`config.mk`:
```
export PLATFORM = sky130hd
export DESIGN_NAME = sss_merge
export DESIGN_NICKNAME = d
export VERILOG_FILES = /design/src/design/assert_macros.svh /design/src/design/sss_pkg.sv /design/src/design/sss_merge.sv
export SDC_FILE = /design/constraint.sdc
export NUM_CORES = 1
export LEC_CHECK = 0
export BUFFER_PORTS_ARGS = -buffer_cell sky130_fd_sc_hd__buf_4
export CELL_PAD_IN_SITES_DETAIL_PLACEMENT = 0
export CELL_PAD_IN_SITES_GLOBAL_PLACEMENT = 1
export CORE_MARGIN = 2
export CORE_UTILIZATION = 25
export DETAILED_ROUTE_END_ITERATION = 12
export PLACE_DENSITY_LB_ADDON = 0.1
export SETUP_SLACK_MARGIN = 0.05
export SLEW_MARGIN = 15
export SYNTH_ARGS = -nofsm -noshare
export SYNTH_HDL_FRONTEND = slang
export SYNTH_SLANG_ARGS = --single-unit
```
`constraint.sdc`:
```
create_clock -name vclk -period 12.92
set_input_delay 2.584 -clock vclk [all_inputs]
set_output_delay 2.584 -clock vclk [all_outputs]
set_load 0.03 [all_outputs]
```
`src/design/assert_macros.svh`:
```
// Assertion macros for the top level of the substring search core.
// No dependencies; include by bare file name inside a module body.
`ifndef ASSERT_MACROS_SVH
`define ASSERT_MACROS_SVH

// Same-cycle implication, disabled while reset is asserted.
`define SSS_ASSERT_IMP(lbl, clk, rst_n, ante, cons) \
  lbl: assert property (@(posedge clk) disable iff (!rst_n) (ante) |-> (cons)) \
    else $error("sss assertion failed");

// Next-cycle implication, disabled while reset is asserted.
`define SSS_ASSERT_NXT(lbl, clk, rst_n, ante, cons) \
  lbl: assert property (@(posedge clk) disable iff (!rst_n) (ante) |=> (cons)) \
    else $error("sss assertion failed");

`endif

```
`src/design/sss_pkg.sv`:
```
// Package for the stream substring search core: sizes, register indexes,
// request/result structs and internal types. No dependencies.
package sss_pkg;

  localparam int MAX_PAT    = 32;
  localparam int LANES      = 8;
  localparam int POS_BITS   = 32;
  localparam int OUT_W      = 32;
  localparam int LEN_W      = 6;
  localparam int PAT_WORDS  = 4;
  localparam int PAT_BYTES  = PAT_WORDS * 8;
  localparam int PAT_IDX_W  = $clog2(PAT_BYTES);
  localparam int HIST_DEPTH = MAX_PAT - 1;
  localparam int CAT_DEPTH  = HIST_DEPTH + LANES;
  localparam int CAT_IDX_W  = $clog2(CAT_DEPTH);
  localparam int CNT_W      = $clog2(LANES + 1);
  localparam int LANE_W     = (LANES > 1) ? $clog2(LANES) : 1;
  localparam int WIDE_W     = ((POS_BITS > OUT_W) ? POS_BITS : OUT_W) + 1;
  localparam int CFG_IDX_W  = 3;

  localparam logic [CFG_IDX_W-1:0] REG_PATTERN_LENGTH = 3'd0;
  localparam logic [CFG_IDX_W-1:0] REG_PATTERN_WORD0  = 3'd1;
  localparam logic [CFG_IDX_W-1:0] REG_PATTERN_WORD1  = 3'd2;
  localparam logic [CFG_IDX_W-1:0] REG_PATTERN_WORD2  = 3'd3;
  localparam logic [CFG_IDX_W-1:0] REG_PATTERN_WORD3  = 3'd4;

  typedef logic [MAX_PAT-1:0][7:0] win_t;
  typedef logic [MAX_PAT-1:0]      mask_t;
  typedef logic [LANES-1:0]        lane_hits_t;

  typedef struct packed {
    logic [63:0] data_word;
    logic [3:0]  byte_count;
    logic        first_of_stream;
    logic        last_of_stream;
  } in_req_t;

  typedef struct packed {
    logic             found;
    logic [OUT_W-1:0] match_position;
  } out_rsp_t;

  typedef struct packed {
    logic             hit;
    logic [OUT_W-1:0] position;
  } match_t;

endpackage

```
`src/design/sss_merge.sv`:
```
// Merges the lane hits: picks the earliest qualified lane and forms the
// saturated start offset. Depends on sss_pkg.
module sss_merge import sss_pkg::*; (
  input  lane_hits_t          lane_hits,
  input  logic [CNT_W-1:0]    cnt,
  input  logic [POS_BITS-1:0] bytes_seen,
  input  logic [LEN_W-1:0]    pat_len,
  input  logic                can_match,
  output match_t              match
);

  localparam logic [POS_BITS:0] PosMax = {1'b0, {POS_BITS{1'b1}}};
  localparam logic [WIDE_W-1:0] OutMax = WIDE_W'({OUT_W{1'b1}});

  lane_hits_t          qual;
  logic [LANE_W-1:0]   sel;
  logic [POS_BITS:0]   seen_end;
  logic [WIDE_W-1:0]   pos_full;

  always_comb begin
    for (int i = 0; i < LANES; i++) begin
      qual[i] = lane_hits[i] && can_match && (CNT_W'(i) < cnt) &&
                (({1'b0, bytes_seen} + (POS_BITS+1)'(i + 1)) >= (POS_BITS+1)'(pat_len));
    end
    // earliest lane wins
    sel = '0;
    for (int i = LANES - 1; i >= 0; i--) begin
      if (qual[i]) begin
        sel = LANE_W'(i);
      end
    end
    seen_end = {1'b0, bytes_seen} + (POS_BITS+1)'(sel) + (POS_BITS+1)'(1);
    if (seen_end >= PosMax) begin
      pos_full = WIDE_W'(PosMax);
    end else begin
      pos_full = WIDE_W'(seen_end - (POS_BITS+1)'(pat_len));
    end
    match.hit = |qual;
    if (pos_full > OutMax) begin
      match.position = '1;
    end else begin
      match.position = pos_full[OUT_W-1:0];
    end
  end

endmodule

```
==> impl_results.md <==
- Top post-synthesis cells by area: xnor2_1, ha_1, nand2_1
- Placer Congestion: 1.003
- Max Clock Freq: 80.43 MHz
- Critical Path Max Stage Delay: 590 ps
- Final non-filler cell total: 1589
- Core area: 29640 sq um
- Setup tns final: 0 ps
- Worst Path Required: 10340 ps
- Hold buffers post-CTS: 0
- Layout clock buffer count: 0
- Largest net degree at the start of global routing: 31
- Worst Tran Pin Value: 1014 ps
- Final ANT Viol Nets: 0
- Post-synthesis sequential area ratio: 0%
- Die extent in y: 177.7 um
- Post-Synthesis Cells: 1151
- Sequential cell count: 0
- Worst path slowest cell: or4b_1
- Area growth syn-to-layout: 14.97%
- # IOs: 84
- Synth warn: 0
- Synth area leader: xnor2_1
- Outcome: finished clean
- Net count after synthesis: 1261
- Area of the mapped netlist: 7541 sq um
- Post-synth cell types: 87
- Area taken by multi-input logic gates: 6989 sq um
- Initial antenna violation count: 2
- Port Buffers: 84
- RSZ-0062 raised after global routing: no
- Hold path depth: 4
- Number of gates resized after cts: 0
- Crit Path Max Fanout: 17
- Total Wirelength: 46300 um
- Post-Place Cells: 1587
- Post-CTS setup buffers: 0
- Gr ovfl total: 0
- Average cell area after synthesis: 6.552 sq um
- Max-cap viol count: 0
- First-pass GRT wire length: 66540 um
- Startpoint Class: primary input
- Min Tclk post-route: 12430 ps
- Core Rows: 63
- WL per Instance: 29.14 um
- Die area: 31570 sq um
- Final setup viols: 0
- Hpwl dp: 36310 um
- Routed via count: 9580
- GRT Total Usage: 28.86%
- Most common cell after layout, fill and taps aside: buf_4
- Final Cycle Share: 96.24%
- FF/Latch Area: 0 sq um
- Layout Utilization: 29.25%
- Final Hold Violating Endpoints: 0
- Fillers: 3400
- Final setup margin: 486.2 ps
- Residual DRC: 0
- Dpl ws: 241.7 ps
- Crit. End Element: primary output
- Fin nets: 1309
- Max_slew headroom: 31.52%
- Share of the synthesized area in the top cell type: 13.47%
- CP arrival: 9850 ps
- Setup CP Type: in -> out
- Hold crit path type: in -> out
- Vias per cell: 6.029
- Share of layout cells above drive strength 1: 14.79%
- Drt initial violations: 1034
- Starting density of the core: 25.44%
- Vias in the first global route: 9211
- Slew Viols, Final: 0
- Die width: 177.7 um
- Most frequent cells in the layout: buf_4, nand2_1, xnor2_1, nor2_1, nand3_1
- Router iterations before antenna repair: 5
## logic make-up (layout without fill, tap and decap cells)
logic type / count (synthesis) / in the layout / share of synthesized area, %
simple gates: 532 / 532 / 38.88
compound gates: 264 / 264 / 23.88
xor+xnor: 155 / 155 / 18.00
buf+inv: 128 / 174 / 7.483
fa+ha+maj: 59 / 59 / 9.988
mux: 13 / 13 / 1.775
other cells: 0 / 2 / 0
## per-layer routing
| metal | vias up | part of all wire (%) | GRT usage [%] |
|---|---|---|---|
| met5 | - | 0 | 0 |
| met4 | 0 | 5.0 | 12.40 |
| met3 | 112 | 7.3 | 3.042 |
| met2 | 494 | 45 | 47.43 |
| met1 | 4592 | 42 | 38.09 |
| li1 | 4382 | - | - |
## stage by stage
stage | area [sq um] | hold slack, ps
floorplan | 7541 | 5449
global route | 8665 | 5655
finish | 8670 | 5634
CTS | 8658 | 5638
global placement | 8658 | 5638
detailed placement | 8658 | 5636
## area by class of cell
class                           count  area share, %
Inverter                           35          1.515
Timing Repair Buffer              139          12.18
Multi-Input combinational cell   1023          80.62
Antenna cell                        2        0.05773
Tap cell                          390          5.629
## synthesized netlist by cell type, types with 4 or more instances
cell         n
nand2_1    117
xnor2_1    116
nor2_1      89
nand3_1     64
ha_1        57
o21ai_0     57
nand4_1     51
nor3_1      49
a21oi_1     47
clkbuf_1    45
xor2_1      39
inv_1       32
and4_1      24
buf_2       21
nor4_1      20
a31oi_1     17
and3_1      17
o31ai_1     15
a211oi_1    14
a21o_1      14
buf_1       13
nor2b_1     13
o2111ai_1   13
and2_1      11
buf_4       11
nand2b_1    11
mux2i_1     10
o21a_1      10
o22ai_1     10
or4_1       10
o211ai_1     8
or3_1        8
or2_2        7
nand4b_1     6
o41ai_1      5
a2111oi_0    4
a22oi_1      4
nand4_2      4
nor3b_1      4
o221ai_1     4
o311ai_0     4
o31a_1       4
## path summary, 6_finish.rpt
path	from	to	slack [ps]
setup / recovery	bytes_seen[3]	match[3]	490
hold / removal	pat_len[0]	match[0]	5630
## critical path, delay by kind of cell
kind / cells / cell delay, ps
xor+xnor: 1 / 180
simple gates: 11 / 3370
fa+ha+maj: 4 / 1410
compound gates: 6 / 990
buf+inv: 4 / 890
mux: 1 / 400
