**src/design/assert_macros.svh**
```systemverilog
// Assertion macros for the top level of the substring search core.
// No dependencies; include by bare file name inside a module body.
`ifndef ASSERT_MACROS_SVH
`define ASSERT_MACROS_SVH

// Same-cycle implication, disabled while reset is asserted.
`define SSS_ASSERT_IMP(lbl, clk, rst_n, ante, cons) \
  lbl: assert property (@(posedge clk) disable iff (!rst_n) (ante) |-> (cons)) \
    else $error("sss assertion failed");

// Next-cycle implication, disabled while reset is asserted.
`define SSS_ASSERT_NXT(lbl, clk, rst_n, ante, cons) \
  lbl: assert property (@(posedge clk) disable iff (!rst_n) (ante) |=> (cons)) \
    else $error("sss assertion failed");

`endif

```
**src/design/sss_pkg.sv**
```systemverilog
// Package for the stream substring search core: sizes, register indexes,
// request/result structs and internal types. No dependencies.
package sss_pkg;

  localparam int MAX_PAT    = 32;
  localparam int LANES      = 8;
  localparam int POS_BITS   = 32;
  localparam int OUT_W      = 32;
  localparam int LEN_W      = 6;
  localparam int PAT_WORDS  = 4;
  localparam int PAT_BYTES  = PAT_WORDS * 8;
  localparam int PAT_IDX_W  = $clog2(PAT_BYTES);
  localparam int HIST_DEPTH = MAX_PAT - 1;
  localparam int CAT_DEPTH  = HIST_DEPTH + LANES;
  localparam int CAT_IDX_W  = $clog2(CAT_DEPTH);
  localparam int CNT_W      = $clog2(LANES + 1);
  localparam int LANE_W     = (LANES > 1) ? $clog2(LANES) : 1;
  localparam int WIDE_W     = ((POS_BITS > OUT_W) ? POS_BITS : OUT_W) + 1;
  localparam int CFG_IDX_W  = 3;

  localparam logic [CFG_IDX_W-1:0] REG_PATTERN_LENGTH = 3'd0;
  localparam logic [CFG_IDX_W-1:0] REG_PATTERN_WORD0  = 3'd1;
  localparam logic [CFG_IDX_W-1:0] REG_PATTERN_WORD1  = 3'd2;
  localparam logic [CFG_IDX_W-1:0] REG_PATTERN_WORD2  = 3'd3;
  localparam logic [CFG_IDX_W-1:0] REG_PATTERN_WORD3  = 3'd4;

  typedef logic [MAX_PAT-1:0][7:0] win_t;
  typedef logic [MAX_PAT-1:0]      mask_t;
  typedef logic [LANES-1:0]        lane_hits_t;

  typedef struct packed {
    logic [63:0] data_word;
    logic [3:0]  byte_count;
    logic        first_of_stream;
    logic        last_of_stream;
  } in_req_t;

  typedef struct packed {
    logic             found;
    logic [OUT_W-1:0] match_position;
  } out_rsp_t;

  typedef struct packed {
    logic             hit;
    logic [OUT_W-1:0] position;
  } match_t;

endpackage

```
**src/design/sss_lane.sv**
```systemverilog
// One compare lane: checks whether the pattern ends at this lane's byte.
// Depends on sss_pkg for the window and mask types.
module sss_lane import sss_pkg::*; (
  input  win_t  win,
  input  win_t  tail_pat,
  input  mask_t tail_mask,
  output logic  hit
);

  mask_t byte_ok;

  always_comb begin
    for (int k = 0; k < MAX_PAT; k++) begin
      byte_ok[k] = (win[k] == tail_pat[k]) | ~tail_mask[k];
    end
  end

  assign hit = &byte_ok;

endmodule

```
**config.mk**
```make
export PLATFORM = sky130hd
export DESIGN_NAME = sss_lane
export DESIGN_NICKNAME = d
export VERILOG_FILES = /design/src/design/assert_macros.svh /design/src/design/sss_pkg.sv /design/src/design/sss_lane.sv
export SDC_FILE = /design/constraint.sdc
export NUM_CORES = 1
export LEC_CHECK = 0
export BUFFER_PORTS_ARGS = -buffer_cell sky130_fd_sc_hd__buf_2
export CORE_AREA = 2 2 213 215
export DETAILED_ROUTE_END_ITERATION = 8
export DIE_AREA = 0 0 215 217
export SLEW_MARGIN = 40
export SYNTH_ARGS = -nofsm -noshare
export SYNTH_HDL_FRONTEND = slang
export SYNTH_SLANG_ARGS = --single-unit
```
**constraint.sdc**
```tcl
create_clock -name vclk -period 1.3
set_input_delay 0.13 -clock vclk [all_inputs]
set_output_delay 0.13 -clock vclk [all_outputs]
set_load 0.005 [all_outputs]
```
==> results of run 1 <==
## synthesized netlist by cell type
master   number  area share (%)
o21ai_1      12             2.1
xnor2_1     256              78
nand4_1      72              16
o21ai_0      20             3.5
nor2_1        1            0.13
or4_1         2            0.52
## metal layers
metal | wire length [um] | share of wire [%] | vias up
li1 | - | - | 2409
met1 | 9322 | 36 | 2060
met2 | 12910 | 50 | 418
met3 | 2679 | 10 | 72
met4 | 916 | 3.5 | 8
met5 | 52 | 0.20 | -
## worst paths after layout
kind,startpoint,to
setup / recovery,tail_pat[241],hit
hold / removal,tail_mask[17],hit
## cells in the final DEF (no fill, tap or decap)
cell and n:
buf_2 536, o21ai_0 10, buf_6 9, buf_4 14
nor2_2 1, or4_4 1, nand4_1 72, xnor2_2 16
o21ai_1 20, o21ai_2 2, diode_2 17, xnor2_1 240
or4_1 1
## cell families after synthesis
family | share of synthesized area [%]
xor gates and xnor gates | 78.08
AOI/OAI and AO/OA | 5.578
and+or+nand+nor | 16.34
## report_power, final
| part | total [mW] | switching (mW) | internal [mW] | leakage (nW) |
|---|---|---|---|---|
| clock network | 0.00000177 | 0 | 0.00000177 | 0.000108 |
| registers | 0 | 0 | 0 | 0 |
| logic | 1.99 | 0.761 | 1.23 | 2.92 |
## what timing repair did
action,CTS,global route
gates resized for setup,13,12
endpoints found under the setup margin,1,1
pin swaps,14,12
## layout make-up
type                            count  area share [%]
Antenna cell                       17          0.6361
Multi-Input combinational cell    363           44.94
Tap cell                          600           11.23
Timing Repair Buffer              559           43.20
## per-stage QoR
| step | power (mW) | area, sq um |
|---|---|---|
| after detailed placement | 1.961 | 6515 |
| after global routing | 2.177 | 6668 |
| after global placement | 1.947 | 6515 |
| after CTS | 1.991 | 6565 |
| after floorplan | 0.7911 | 2924 |
| final | 1.989 | 6688 |
==> impl_metrics.ini, run 1 <==
[detailed_routing]
drt-total-wl_um = 25880
dr.pass1.iters = 4
vias_per_cell = 3.227
first_iter_violations = 152
drc_errors = 0
avgRoutedWirePerCell_um = 16.82
drt.antenna.violating_nets = 0
vias = 4967

[placement]
port_buffers = 545
gp_congestion = 0.8643
dp_hpwl_um = 24990
dp.cells = 1523
place_ws_ns = -0.9840

[pwr]
power_density_mw_per_mm2 = 297.4
p_leak_nw = 2.922
peakVddDrop_uv = 117.7

[min_path]
holdCritPathClass = in -> out
whs_path_depth = 6

[setup_path]
path_cells = buf_2 -> xnor2_2 -> nand4_1 -> o21ai_1 -> nand4_1 -> buf_4 -> or4_4 -> nor2_2 -> buf_2
cp-start-kind = input port
cp_max_fo = 1
critPathSlowestCell = or4_4
max_stage_delay_ns = 0.58
cp_data_required_time_ns = 1.17
endpoint_kind = output pin
cp.depth = 9
cp_top_family = simple AND/OR/NAND/NOR gates
worstPathArrival_ns = 1.85
crit_type = in -> out
critical_path_buf_inv_count = 3

[synth]
syn_area_sq_mm = 0.002872
syn_inst = 363
synth_cell_types = 6
yosys_warnings = 0
yosysSeqAreaShare_pct = 0
synth.net_count = 907
syn_area_per_cell_sq_um = 7.910

[timing]
rsz0062_at_grt = true
setup_violations = 1
fmaxAchievable_mhz = 506.1
worstMarginPinSlew_ns = 0.2605
drv_slew = 0
finalCritPeriodShare_pct = 152.0
finalWorstSetupSlack_ns = -0.6758
relSlewSlack_pct = 82.51
fin_crit_ns = 1.976
hold_viol_final = 0
worst_hold_slack_ns = 0.7485
fin_tns_setup_ns = -0.6758

[global_route]
globalRouteOverflowTotal = 0
grtUsageMet1_pct = 11.21
grt_max_degree = 2
met3_usage_pct = 2.446
grt_pass1_wl_um = 32670
track_usage_pct = 10.20
grt_busiest_layer = met2
antenna_found_initial = 51
grt_pass1_vias = 4803
grt_util_met2_pct = 19.45

[layout]
fin_cells = 1539
nFlopsAndLatches = 0
multi_input_area_sq_mm = 0.003005
final-seq-area_sq_um = 0
final_nets = 1468
areaGrowthSynthToFinish_pct = 132.9
fillers = 5194
nClkBuffers = 0
drive_gt1_share_pct = 62.80
final_util_pct = 14.96

[floorplanning]
io_pins = 545
dieArea_sq_mm = 0.04666
start_util_pct = 6.424
die_w_um = 215
rows = 78
die_y_um = 217
core_sq_mm = 0.04470

[cts]
post_cts_buffers = 0
ctsHoldBuffers = 0

[job]
max-cap-violations = 0

[outcome]
outcome = finished, violations left
violations = negative setup slack
(Power assumes the default switching activity.)
==> run 2: changes to the inputs <==
==> constraint.sdc (replaced) <==
create_clock -name vclk -period 2.05
set_input_delay 0.205 -clock vclk [all_inputs]
set_output_delay 0.205 -clock vclk [all_outputs]
set_load 0.005 [all_outputs]
==> run 2 against run 1 <==
Compared with the run above: the run still ends with negative setup slack left; sequential share of layout area did not move; first-iteration DRC count fell by 33%; die area did not move; routed wire length fell by 22%; power fell by 35%.
==> impl_metrics.ini, run 2 (same netlist as run 1, synthesis figures left out) <==
[outcome]
outcome = finished, violations left
violations = negative setup slack

[placement]
port_buffers = 545
gp_congestion = 0.8431
dp.cells = 1534
dp_hpwl_um = 19360

[timing]
drv_slew = 0
hold_viol_final = 0
finalCritPeriodShare_pct = 110.0
relSlewSlack_pct = 79.36
fin_crit_ns = 2.256
fmaxAchievable_mhz = 443.3
setup_violations = 1
worstMarginPinSlew_ns = 0.3087
finalWorstSetupSlack_ns = -0.2057
rsz0062_at_grt = true

[setup_path]
cp_max_fo = 1
cp-start-kind = input port
crit_type = in -> out
path_cells = buf_8 -> xnor2_4 -> nand4_1 -> o21ai_2 -> nand4_1 -> or4_4 -> nor2_4 -> buf_2
cp_data_required_time_ns = 1.85
worstPathArrival_ns = 2.05
cp_top_family = simple AND/OR/NAND/NOR gates
critical_path_buf_inv_count = 2
max_stage_delay_ns = 0.56
endpoint_kind = output pin
critPathSlowestCell = or4_4
path_common_cell = nand4_1

[layout]
final_common_cell = buf_2
final_util_pct = 15.01
drive_gt1_share_pct = 62.80
layout_common_cells = buf_2 (541), xnor2_1 (247), nand4_1 (72)
nClkBuffers = 0
fin_cells = 1535
nFlopsAndLatches = 0
final-seq-area_sq_um = 0
fillers = 5192
final_nets = 1476
areaGrowthSynthToFinish_pct = 133.7

[min_path]
holdCritPathClass = in -> out
hold_path_startpoint = tail_mask[12]
min_to = hit
whs_path_depth = 6

[floorplanning]
io_pins = 545
core_sq_mm = 0.04470
die_y_um = 217
start_util_pct = 6.424
die_w_um = 215
rows = 78
dieArea_sq_mm = 0.04666

[job]
max-cap-violations = 0

[global_route]
grt_max_degree = 2
antenna_found_initial = 13
grt_pass1_vias = 4724
track_usage_pct = 7.809
globalRouteOverflowTotal = 0
grt_pass1_wl_um = 26630

[cts]
ctsHoldBuffers = 0
post_cts_buffers = 0

[detailed_routing]
vias = 4792
drt-total-wl_um = 20250
avgRoutedWirePerCell_um = 13.19
vias_per_cell = 3.122
first_iter_violations = 102
dr.pass1.iters = 4
drc_errors = 0
drt.antenna.violating_nets = 0

[pwr]
peakVddDrop_uv = 69.96
p_leak_nw = 2.923
power_density_mw_per_mm2 = 192.1
[run 2: cell count changes in the layout (fill, tap and decap cells not counted), sizes merged]
cell | previous run | this run
buf | 559 | 567
diode | 17 | 5
[run 2: timing repair]
| item | CTS | global route |
|---|---|---|
| gates resized for setup | 23 | 13 |
| endpoints found under the setup margin | 1 | 1 |
| pin swaps | 10 | 14 |
[run 2: how the worst max path moves through the flow]
| stage | start | endpoint | slack, ns | cells past startpoint |
|---|---|---|---|---|
| 3_5_place_dp | tail_pat[143] | hit | -0.78 | 9 |
| 3_3_place_gp | tail_pat[143] | hit | -0.78 | 9 |
| 5_1_grt | win[143] | hit | -0.28 | 8 |
| 4_1_cts | win[143] | hit | -0.35 | 9 |
| 6_report | win[143] | hit | -0.21 | 8 |
| 2_1_floorplan | tail_pat[232] | hit | 0.57 | 6 |
[run 2: power breakdown]
group	leakage (nW)	switching [mW]	internal, mW
combinational	2.92	0.505	0.784
clock	0.0000317	0	0.000000289
sequential	0	0	0
total	2.92	0.505	0.784
[run 2: cell type report]
class | instances | area [sq um] | area share [%]
diodes | 5 | 12.51 | 0.1865
multi-input cells | 363 | 3025 | 45.09
well taps | 600 | 750.7 | 11.19
repair buffers | 567 | 2922 | 43.54
[run 2: routing by layer]
metal  track usage [%]  vias up  wire (um)
met1             7.920     1969       6938
met3             1.272       44       1889
met2             16.24      363      10640
met4             2.023        8        735
met5                 0        -         52
li1                  -     2408          -
[run 2: stage by stage]
stage	setup TNS, ns	power [mW]	cell area (sq um)	setup slack [ns]	hold WS (ns)
floorplan	0	0.4916	2872	0.5666	0.6275
global placement	-0.7780	1.257	6545	-0.7780	1.005
detailed placement	-0.7760	1.264	6545	-0.7760	1.003
CTS	-0.3513	1.294	6650	-0.3513	0.9501
global route	-0.2787	1.400	6703	-0.2787	0.9767
finish	-0.2057	1.289	6710	-0.2057	0.9297
